**src/hw/rtl/qeb_pkg.sv**
```systemverilog
// ----------------------------------------------------------------------------
// qeb_pkg: shared types and constants of the quadrature encoder bank
// Holds the sizes, register indexes, step table and sequencer states.
// ----------------------------------------------------------------------------
`default_nettype none

package qeb_pkg;

    localparam int NUM_ENCODERS_DEF = 8;
    localparam int PIN_BITS         = 16;
    localparam int VAL_W            = 7;
    localparam int CHAN_W           = 4;
    localparam int IDX_OUT_W        = 5;
    localparam int CFG_IDX_W        = 2;
    localparam int CFG_DATA_W       = 7;

    localparam logic [VAL_W-1:0] START_POSITION = 7'd64;
    localparam logic [VAL_W-1:0] CEILING_RESET  = 7'd127;

    typedef enum logic [CFG_IDX_W-1:0] {
        REG_MIDI_CHANNEL    = 2'd0,
        REG_CONTROLLER_BASE = 2'd1,
        REG_VALUE_FLOOR     = 2'd2,
        REG_VALUE_CEILING   = 2'd3
    } t_cfg_reg;

    typedef enum logic [1:0] {
        STEP_NONE = 2'd0,
        STEP_UP   = 2'd1,
        STEP_DOWN = 2'd2
    } t_step;

    typedef enum logic {
        ST_IDLE = 1'b0,
        ST_SCAN = 1'b1
    } t_state;

    typedef struct packed {
        logic [VAL_W-1:0] floor_val;
        logic [VAL_W-1:0] ceiling_val;
    } t_bounds;

    // Gray transition table, indexed by (old phase << 2) | new phase
    localparam t_step STEP_TABLE [16] = '{
        STEP_NONE, STEP_DOWN, STEP_UP,   STEP_NONE,
        STEP_UP,   STEP_NONE, STEP_NONE, STEP_DOWN,
        STEP_DOWN, STEP_NONE, STEP_NONE, STEP_UP,
        STEP_NONE, STEP_UP,   STEP_DOWN, STEP_NONE
    };

endpackage

`default_nettype wire

```
**src/hw/rtl/qeb_phase_lanes.sv**
```systemverilog
// ----------------------------------------------------------------------------
// qeb_phase_lanes: per-encoder phase extraction and transition decode
// One lane per encoder: pick its pin pair, look up the Gray step.
// ----------------------------------------------------------------------------
`default_nettype none

module qeb_phase_lanes #(
    parameter int NUM_ENCODERS = qeb_pkg::NUM_ENCODERS_DEF
) (
    input  wire logic [qeb_pkg::PIN_BITS-1:0]   i_pins,
    input  wire logic [NUM_ENCODERS-1:0][1:0]   i_last_phase,
    output logic      [NUM_ENCODERS-1:0][1:0]   o_cur_phase,
    output logic      [NUM_ENCODERS-1:0]        o_moves,
    output logic      [NUM_ENCODERS-1:0]        o_up
);
    import qeb_pkg::*;

    for (genvar g = 0; g < NUM_ENCODERS; g++) begin : g_lane
        t_step lane_step;

        // encoders with no pins in the sample read phase zero
        if (2 * g + 1 < PIN_BITS) begin : g_pins
            assign o_cur_phase[g] = i_pins[2*g+1:2*g];
        end else begin : g_nopins
            assign o_cur_phase[g] = 2'b00;
        end

        assign lane_step  = STEP_TABLE[{i_last_phase[g], o_cur_phase[g]}];
        assign o_moves[g] = (lane_step != STEP_NONE);
        assign o_up[g]    = (lane_step == STEP_UP);
    end

endmodule

`default_nettype wire

```
**src/hw/rtl/qeb_step_unit.sv**
```systemverilog
// ----------------------------------------------------------------------------
// qeb_step_unit: shared increment/decrement and clamp unit
// Apply one step of +1 or -1 to a position, then clamp to floor/ceiling.
// ----------------------------------------------------------------------------
`default_nettype none

module qeb_step_unit (
    input  wire logic [qeb_pkg::VAL_W-1:0] i_pos,
    input  wire logic                      i_up,
    input  wire qeb_pkg::t_bounds          i_bounds,
    output logic      [qeb_pkg::VAL_W-1:0] o_pos
);
    import qeb_pkg::*;

    logic signed [VAL_W+1:0] sum;
    logic signed [VAL_W+1:0] lo;
    logic signed [VAL_W+1:0] hi;

    always_comb begin
        sum = $signed({2'b00, i_pos}) + (i_up ? 9'sd1 : -9'sd1);
        lo  = $signed({2'b00, i_bounds.floor_val});
        hi  = $signed({2'b00, i_bounds.ceiling_val});
        // floor is checked first so it wins when the sum lies below the floor and above the ceiling
        priority if (sum < lo) begin
            o_pos = i_bounds.floor_val;
        end else if (sum > hi) begin
            o_pos = i_bounds.ceiling_val;
        end else begin
            o_pos = sum[VAL_W-1:0];
        end
    end

endmodule

`default_nettype wire

```
**src/hw/rtl/quadrature_encoder_bank.sv**
```systemverilog
// ----------------------------------------------------------------------------
// quadrature_encoder_bank: x4 quadrature decoder bank with control changes
// Decodes A/B pin samples of up to 8 encoders into clamped positions.
// ----------------------------------------------------------------------------
// Each accepted beat on the input is one sample of all A/B pins (bit 2i+1 is
// phase A, bit 2i is phase B of encoder i). The first sample after reset only
// records the phases and emits nothing. For every later sample, all encoders
// are decoded in parallel at acceptance into a move mask; a sequencer then
// walks the encoders in ascending order through one shared step/clamp unit,
// updating each moving encoder's position and emitting one result beat per
// move, with last_of_run set on the final one. After a sample is accepted,
// the sequencer visits the encoders one by one up to the highest one that
// moved and then returns to idle; while the output register is full and not
// taken, the walk holds on a moving encoder. The input is not ready until
// the walk is done. Configuration writes must be made while idle.
// ----------------------------------------------------------------------------
`default_nettype none

module quadrature_encoder_bank #(
    parameter int NUM_ENCODERS = qeb_pkg::NUM_ENCODERS_DEF
) (
    input  wire logic                          i_clk,
    input  wire logic                          i_rst_n,
    // configuration write port
    input  wire logic                          i_cfg_we,
    input  wire logic [qeb_pkg::CFG_IDX_W-1:0] i_cfg_idx,
    input  wire logic [qeb_pkg::CFG_DATA_W-1:0] i_cfg_wdata,
    // sample input
    input  wire logic                          i_valid,
    output logic                               o_ready,
    input  wire logic [qeb_pkg::PIN_BITS-1:0]  i_pin_levels,
    // result output
    output logic                               o_valid,
    input  wire logic                          i_ready,
    output logic [qeb_pkg::IDX_OUT_W-1:0]      o_encoder_index,
    output logic [qeb_pkg::CHAN_W-1:0]         o_channel_out,
    output logic [qeb_pkg::VAL_W-1:0]          o_controller_number,
    output logic [qeb_pkg::VAL_W-1:0]          o_position_value,
    output logic                               o_last_of_run
);
    import qeb_pkg::*;

    localparam int IDX_W = (NUM_ENCODERS > 1) ? $clog2(NUM_ENCODERS) : 1;

    // configuration registers
    logic [CHAN_W-1:0] r_chan;
    logic [VAL_W-1:0]  r_base;
    t_bounds           r_bounds;

    // per-encoder state
    logic [NUM_ENCODERS-1:0][1:0]       r_phase;
    logic [VAL_W-1:0]                   r_pos [NUM_ENCODERS];
    logic                               r_primed;

    // walk state
    t_state                             r_state, n_state;
    logic [NUM_ENCODERS-1:0]            r_mask, n_mask;
    logic [NUM_ENCODERS-1:0]            r_up;
    logic [IDX_W-1:0]                   r_idx, n_idx;

    // output register
    logic                               r_ovalid, n_ovalid;
    logic [IDX_OUT_W-1:0]               r_oidx;
    logic [CHAN_W-1:0]                  r_ochan;
    logic [VAL_W-1:0]                   r_octrl;
    logic [VAL_W-1:0]                   r_oval;
    logic                               r_olast;

    // lane decode and shared unit
    logic [NUM_ENCODERS-1:0][1:0]       cur_phase;
    logic [NUM_ENCODERS-1:0]            moves;
    logic [NUM_ENCODERS-1:0]            up;
    logic [VAL_W-1:0]                   step_pos;
    logic                               in_fire;
    logic                               emit;
    logic [NUM_ENCODERS-1:0]            idx_bit;

    qeb_phase_lanes #(
        .NUM_ENCODERS (NUM_ENCODERS)
    ) u_lanes (
        .i_pins       (i_pin_levels),
        .i_last_phase (r_phase),
        .o_cur_phase  (cur_phase),
        .o_moves      (moves),
        .o_up         (up)
    );

    qeb_step_unit u_step (
        .i_pos    (r_pos[r_idx]),
        .i_up     (r_up[r_idx]),
        .i_bounds (r_bounds),
        .o_pos    (step_pos)
    );

    assign o_ready = (r_state == ST_IDLE);
    assign in_fire = i_valid && o_ready;
    assign idx_bit = NUM_ENCODERS'(1) << r_idx;

    // sequencer: next state and walk controls
    always_comb begin
        n_state  = r_state;
        n_mask   = r_mask;
        n_idx    = r_idx;
        n_ovalid = r_ovalid && !i_ready;
        emit     = 1'b0;
        unique case (r_state)
            ST_IDLE: begin
                if (in_fire && r_primed) begin
                    n_state = ST_SCAN;
                    n_mask  = moves;
                    n_idx   = '0;
                end
            end
            ST_SCAN: begin
                if (r_mask == '0) begin
                    n_state = ST_IDLE;
                end else if (r_mask[r_idx]) begin
                    // hold this encoder until the output register frees up
                    if (!r_ovalid || i_ready) begin
                        emit     = 1'b1;
                        n_ovalid = 1'b1;
                        n_mask   = r_mask & ~idx_bit;
                        n_idx    = r_idx + IDX_W'(1);
                    end
                end else begin
                    n_idx = r_idx + IDX_W'(1);
                end
            end
            default: n_state = ST_IDLE;
        endcase
    end

    always_ff @(posedge i_clk) begin
        if (!i_rst_n) begin
            r_state <= ST_IDLE;
        end else begin
            r_state <= n_state;
        end
    end

    always_ff @(posedge i_clk) begin
        if (!i_rst_n) begin
            r_chan               <= '0;
            r_base               <= '0;
            r_bounds.floor_val   <= '0;
            r_bounds.ceiling_val <= CEILING_RESET;
            r_phase              <= '0;
            r_primed             <= 1'b0;
            r_mask               <= '0;
            r_idx                <= '0;
            r_ovalid             <= 1'b0;
            for (int i = 0; i < NUM_ENCODERS; i++) begin
                r_pos[i] <= START_POSITION;
            end
        end else begin
            if (i_cfg_we) begin
                unique case (t_cfg_reg'(i_cfg_idx))
                    REG_MIDI_CHANNEL:    r_chan <= i_cfg_wdata[CHAN_W-1:0];
                    REG_CONTROLLER_BASE: r_base <= i_cfg_wdata[VAL_W-1:0];
                    REG_VALUE_FLOOR:     r_bounds.floor_val <= i_cfg_wdata[VAL_W-1:0];
                    REG_VALUE_CEILING:   r_bounds.ceiling_val <= i_cfg_wdata[VAL_W-1:0];
                    default: ;
                endcase
            end
            // record every phase at acceptance; moves are already in the mask
            if (in_fire) begin
                r_phase  <= cur_phase;
                r_primed <= 1'b1;
                r_up     <= up;
            end
            r_mask   <= n_mask;
            r_idx    <= n_idx;
            r_ovalid <= n_ovalid;
            if (emit) begin
                r_pos[r_idx] <= step_pos;
            end
        end
    end

    // output payload, loaded by the shared unit on each emitted move
    always_ff @(posedge i_clk) begin
        if (emit) begin
            r_oidx  <= IDX_OUT_W'(r_idx);
            r_ochan <= r_chan;
            r_octrl <= r_base + VAL_W'(r_idx);
            r_oval  <= step_pos;
            r_olast <= ((r_mask & ~idx_bit) == '0);
        end
    end

    assign o_valid             = r_ovalid;
    assign o_encoder_index     = r_oidx;
    assign o_channel_out       = r_ochan;
    assign o_controller_number = r_octrl;
    assign o_position_value    = r_oval;
    assign o_last_of_run       = r_olast;

    // the walk only goes idle once every pending move is out
    a_idle_mask_clear : assert property (@(posedge i_clk) disable iff (!i_rst_n)
        (r_state == ST_IDLE) |-> (r_mask == '0))
        else $error("idle with pending moves");

    // a beat that is not the last of its run leaves the walk still running
    a_run_continues : assert property (@(posedge i_clk) disable iff (!i_rst_n)
        (o_valid && i_ready && !o_last_of_run) |-> (r_state == ST_SCAN))
        else $error("run ended without a last beat");

    // the priming sample never starts a walk
    a_prime_silent : assert property (@(posedge i_clk) disable iff (!i_rst_n)
        (in_fire && !r_primed) |=> (r_state == ST_IDLE && r_primed))
        else $error("priming sample started a walk");

endmodule

`default_nettype wire
```
**config.mk**
```make
export PLATFORM = sky130hd
export DESIGN_NAME = quadrature_encoder_bank
export DESIGN_NICKNAME = d
export VERILOG_FILES = /design/src/hw/rtl/qeb_pkg.sv /design/src/hw/rtl/qeb_phase_lanes.sv /design/src/hw/rtl/qeb_step_unit.sv /design/src/hw/rtl/quadrature_encoder_bank.sv
export SDC_FILE = /design/constraint.sdc
export NUM_CORES = 1
export LEC_CHECK = 0
export BUFFER_PORTS_ARGS = -buffer_cell sky130_fd_sc_hd__buf_2
export CAP_MARGIN = 25
export CORE_ASPECT_RATIO = 1.25
export CORE_UTILIZATION = 45
export CTS_CLUSTER_DIAMETER = 200
export DETAILED_ROUTE_END_ITERATION = 16
export GPL_TIMING_DRIVEN = 0
export PLACE_DENSITY = 0.6
export RECOVER_POWER = 50
export SLEW_MARGIN = 25
export SYNTH_ARGS = -nofsm -noshare
export SYNTH_HDL_FRONTEND = slang
export SYNTH_SLANG_ARGS = --single-unit
```
**constraint.sdc**
```tcl
create_clock -name i_clk -period 8 [get_ports i_clk]
set_clock_uncertainty 0.1 [all_clocks]
set_input_delay 1.6 -clock i_clk [delete_from_list [all_inputs] [get_ports i_clk]]
set_output_delay 1.6 -clock i_clk [all_outputs]
set_load 0.02 [all_outputs]
```
Word-level counts from Yosys, hierarchy flattened. Memories as Yosys holds them, arrays and structs flattened. A register that Yosys moved wholly into a read port is not among the register bits. Index checks and enable logic that the tools add are counted.

Bits in registers: 85. RAM bits: 56. Bits in read-only memories: 256. Logic and storage cells: 152. Memories: 9.

Memories: r_pos (depth 8, width 7, rd ports 1, clocked after memory_dff 1, write ports 8, line quadrature_encoder_bank.sv:52) `logic [VAL_W-1:0] r_pos [NUM_ENCODERS];`; (name not given) (depth 16, width 2, rd ports 1, clocked after memory_dff 0, write ports 0, line qeb_phase_lanes.sv:28) `assign lane_step = STEP_TABLE[{i_last_phase[g], o_cur_phase[g]}];`; (name not given) (depth 16, width 2, rd ports 1, clocked after memory_dff 0, write ports 0, line qeb_phase_lanes.sv:28); (name not given) (depth 16, width 2, rd ports 1, clocked after memory_dff 0, write ports 0, line qeb_phase_lanes.sv:28); (name not given) (depth 16, width 2, rd ports 1, clocked after memory_dff 0, write ports 0, line qeb_phase_lanes.sv:28); (name not given) (depth 16, width 2, rd ports 1, clocked after memory_dff 0, write ports 0, line qeb_phase_lanes.sv:28); +3 memories.

Add/sub/neg operators: 3. Order comparisons: 11. Eq/ne operators: 16. Shifts and indexed selects: 1. Multiplexer cells: 53. Bitwise logic cells: 11. Reductions and logical operators: 25.

Operator list (number): greater-or-equal comparator 5 bit, second input constant (8); inverter 4 -> 5 bit (8); 2-to-1 mux 2 bit (16); 2-to-1 mux 8 bit (4); 2-to-1 mux 3 bit (7); 2-to-1 mux 7 bit (3); equality test 2 x 1 -> 1 bit, second input constant (9); 2-to-1 mux 1 bit (17); zero test 8 bit (2); case mux 8 bit (2 select lines) (1); nonzero test 2 bit (8); AND reduction 2 bit (5); adder 8 x 9 -> 9 bit (1); > comparator 9 x 8 -> 1 bit (1); < comparator 9 x 8 -> 1 bit (1); 2-to-1 mux 9 bit (1); bitwise AND 8 bit (1); inverter 8 bit (1); left shift 1 x 3 -> 8 bit, first input constant (1); adder 7 x 3 -> 7 bit (1); OR reduction 7 bit (1); binary-select mux 1 bit (select 3 bit) (2); != test 2 x 1 -> 1 bit, second input constant (3); case mux 3 bit (2 select lines) (1); 13 further kinds (17).

Longest topological paths before layout.
Depth after elaboration: 11. Gate-level depth with buffers: 20. Gate-level depth less buffers: 18.

Modules after synthesis. Synthesis repeated with hierarchy kept, for this count alone.

Cells, all modules: 658. Area, all modules: 7254.5 um^2.

By module, submodules not included: quadrature_encoder_bank (times used 1, cells each 505, area an instance 5995.8 um^2); qeb_step_unit (times used 1, cells each 105, area an instance 898.4 um^2); qeb_phase_lanes (times used 1, cells each 48, area an instance 360.3 um^2).

Worst setup path after synthesis. No wires, ideal clock.

Path kind: reg2reg. From: register (tool-made name). To: memory r_pos[0][5] (data pin). Arrival: 5.081 ns. Slack: 2.554 ns. Cell stages (with the launch flop): 19. Period minus slack after synthesis: 5.446 ns. Cells stage by stage: dfxtp_1 > buf_1 > mux4_2 > mux2_2 > ha_1 > nor2b_1 > o31a_1 > o21a_1 > nor2_1 > xnor2_1 > inv_1 > ha_1 > a211oi_1 > o21ai_0 > o221a_2 > o311ai_2 > o21ai_1 > o221ai_4 > nor2_1.

RTL lines (line): to (decl) (quadrature_encoder_bank.sv:52).

==> impl_metrics.toml <==
[cts]
clk_pin_slew_worst_paths_ns = 0.06
cts_tree = "done"
cts_resized = 0
cts_buffers = 17
h-tree-depth = 4
clock_sinks = 144
clk_latency_ns = 0.42
cts_setup_buffers = 0
cts_max_path_buffers = 2
ctsHoldBuffers = 0
clock-root-buffer = "clkbuf_16"

[finish]
multi_input_area_sq_mm = 0.00348
final_layout_size_suffix_gt1_share_pct = 13.2
diodes = 0
final_util_pct = 52.3
final_cells = 984
areaGrowthSynthToFinish_pct = 13.6
fin_nets = 816
fillCellCount = 1526
seqCellArea_sq_mm = 0.00374

[drt]
ant_nets = 0
first_pass_iters = 5
wire_per_inst_microns = 17.7
wl_microns = 17500
vias = 5364
routed_via_density = 5.45
drtIter0Drc = 341
drcViolationCount = 0

[sta]
worstMarginPinSlew_ns = 1.35
fin_tns_setup_ns = 0
finalHoldViolCount = 0
slew_violations = 0
setup_viol = 0
maxSlewHeadroom_pct = 9.91
rsz0062_at_grt = "false"
max_freq_ghz = 0.158
period_needed_ns = 6.34
period_share_pct = 79.3

[worst_setup_path]
crit_fanout = 10
cpPeakStageDelay_ns = 0.73
crit_required_ns = 8.06
critPathKind = "reg2reg"
crit_chain = "buf_1 -> mux4_2 -> mux2_2 -> ha_1 -> nor2b_1 -> o31a_1 -> o21a_1 -> nor2_1 -> xnor2_1 -> inv_1 -> ha_1 -> a211oi_1 -> o21ai_0 -> o221a_2 -> o311ai_2 -> o21ai_1 -> o221ai_4 -> nor2_1"
cp-start-kind = "register"
cp_slowest_cell = "buf_1"
worst_ep_arrival_time_ns = 6.40
cp-end-kind = "register"

[floorplan]
chipHeight_microns = 146
dieWidth_microns = 117
dieArea_sq_mm = 0.0172
io_pins = 56
initial_utilization_pct = 46.1
rows = 52
core-area_sq_mm = 0.0163

[status]
outcome = "complete, no violations"

[grt]
overflow = 0
grt_pass1_vias = 5467
grt_max_degree = 22
grt_pass1_wl_microns = 28300
grtUsageTotal_pct = 21.5
grt_antenna_before_repair = 0

[placement]
dp.cells = 952
dpl.hpwl_microns = 13000
io_buffers = 53
gp_congestion = 0.953

[yosys]
async_flop_share_pct = 0
synth_area_sq_mm = 0.00749
syn-instance-count = 681
syn_avg_cell_area_sq_um = 11.0
synth_warnings = 0
yosys_register_bits = 144
synth_edf_count = 86
yosysSeqAreaShare_pct = 50.0
synth.distinct_cells = 71
synth_flop_cell = "edfxtp_1"

[min_path]
hold_class = "reg2reg"

[pwr]
power_density_mw_per_mm2 = 219
max-vdd-ir-drop_mv = 0.139
p_leak_nw = 3.17

[job]
drv_cap = 0
## layer usage
metal  global-route usage, %  share of wire (%)  vias to the layer above  routed length, microns
met4                    8.18                1.9                        0                     328
met5                       0                  0                        -                       0
met3                    4.96                4.5                       21                     778
met1                    25.6                 42                     2609                    7270
li1                        -                  -                     2592                       -
met2                    37.6                 52                      142                    9090
## worst paths after layout
path | start | endpoint | slack (ns) | depth (start not counted)
max | register | r_pos[3][5] | 1.66 | 18
max reg2reg | register | r_pos[3][5] | 1.66 | 18
min reg2reg | r_chan[1] | o_channel_out[1] | 0.33 | 0
min | r_chan[1] | o_channel_out[1] | 0.33 | 0
## sequential cells by signal, summed over array words and instances, names as in the netlist, named ones only
signal and flops:
o_position_value 7, r_state 1, o_valid 1, r_idx 3
r_bounds 14, r_chan 4, o_encoder_index 3, r_primed 1
o_controller_number 7, r_up 8, o_channel_out 4, r_pos 56
o_last_of_run 1, r_base 7, r_phase 16, r_mask 8
## area by class of cell
type | count | area share (%)
timing repair buffer | 54 | 2.66
clock inverter | 12 | 1.03
inverter | 41 | 1.81
tap | 216 | 3.18
multi-input combinational | 470 | 40.9
clock buffer | 20 | 5.13
sequential | 144 | 44.0
buffer | 27 | 1.32
## cell usage after synthesis (all sizes together), types with 6 or more instances
| cell | number | area share, % |
|---|---|---|
| xnor2 | 23 | 2.7 |
| o21a | 10 | 1.0 |
| dfxtp | 58 | 15 |
| a21oi | 19 | 1.3 |
| o21ai | 16 | 1.1 |
| o221ai | 6 | 1.7 |
| nor2 | 73 | 3.7 |
| xor2 | 9 | 1.1 |
| buf | 8 | 0.57 |
| edfxtp | 86 | 34 |
| inv | 40 | 2.0 |
| a21boi | 24 | 2.4 |
| o211ai | 16 | 1.6 |
| nor2b | 30 | 2.5 |
| nand2 | 78 | 3.9 |
| mux4 | 16 | 4.8 |
| mux2i | 23 | 3.4 |
| clkbuf | 19 | 0.95 |
| nand4 | 6 | 0.50 |
| ha | 29 | 4.8 |
| nand3 | 15 | 1.0 |
## cells in the final DEF, fill, tap and decap left out, types with 15 or more instances in the layout
cell type,count
nor2b_1,30
nor2_1,73
clkbuf_1,58
dfxtp_1,58
nand3_1,15
mux2i_1,21
nand2_1,77
buf_2,22
ha_1,29
inv_1,31
a21boi_0,24
mux4_2,16
xnor2_1,23
a21oi_1,19
edfxtp_1,86
clkbuf_16,17
o211ai_1,16
## power by group
group	internal (W)	switching [W]	leakage, nW
clock	0.000398	0.000309	0.255
sequential	0.000813	0.0000155	1.31
combinational	0.000123	0.000206	1.60
## logic make-up after synthesis
logic type / Yosys count / synth area share, %
compound gates: 127 / 13.7
xor+xnor: 32 / 3.74
fa+ha+maj: 31 / 5.38
buf+inv: 68 / 3.57
flops: 144 / 50.0
mux: 44 / 8.97
other cells: 1 / 0.0501
simple gates: 234 / 14.6
## worst max-delay path: cells and delay by family (launching register included)
kind | cells | cell delay (ns)
AOI/OAI and AO/OA | 8 | 2.42
DFF | 1 | 0.51
and+or+nand+nor | 3 | 0.40
buffers and inverters | 2 | 0.85
adders and majority gates | 2 | 0.68
xor gates and xnor gates | 1 | 0.19
muxes | 2 | 0.92
## through the flow
step | power, W | cell area [sq um] | setup slack, ns | hold WS, ns
3_3_place_gp | 0.00116 | 8030 | 1.63 | 0.311
6_report | 0.00186 | 8510 | 1.66 | 0.331
4_1_cts | 0.00188 | 8580 | 1.58 | 0.333
5_1_grt | 0.00195 | 8510 | 1.25 | 0.337
2_1_floorplan | 0.00108 | 7500 | 2.55 | 0.308
3_5_place_dp | 0.00117 | 8060 | 1.60 | 0.313
(Power assumes the default switching activity.)
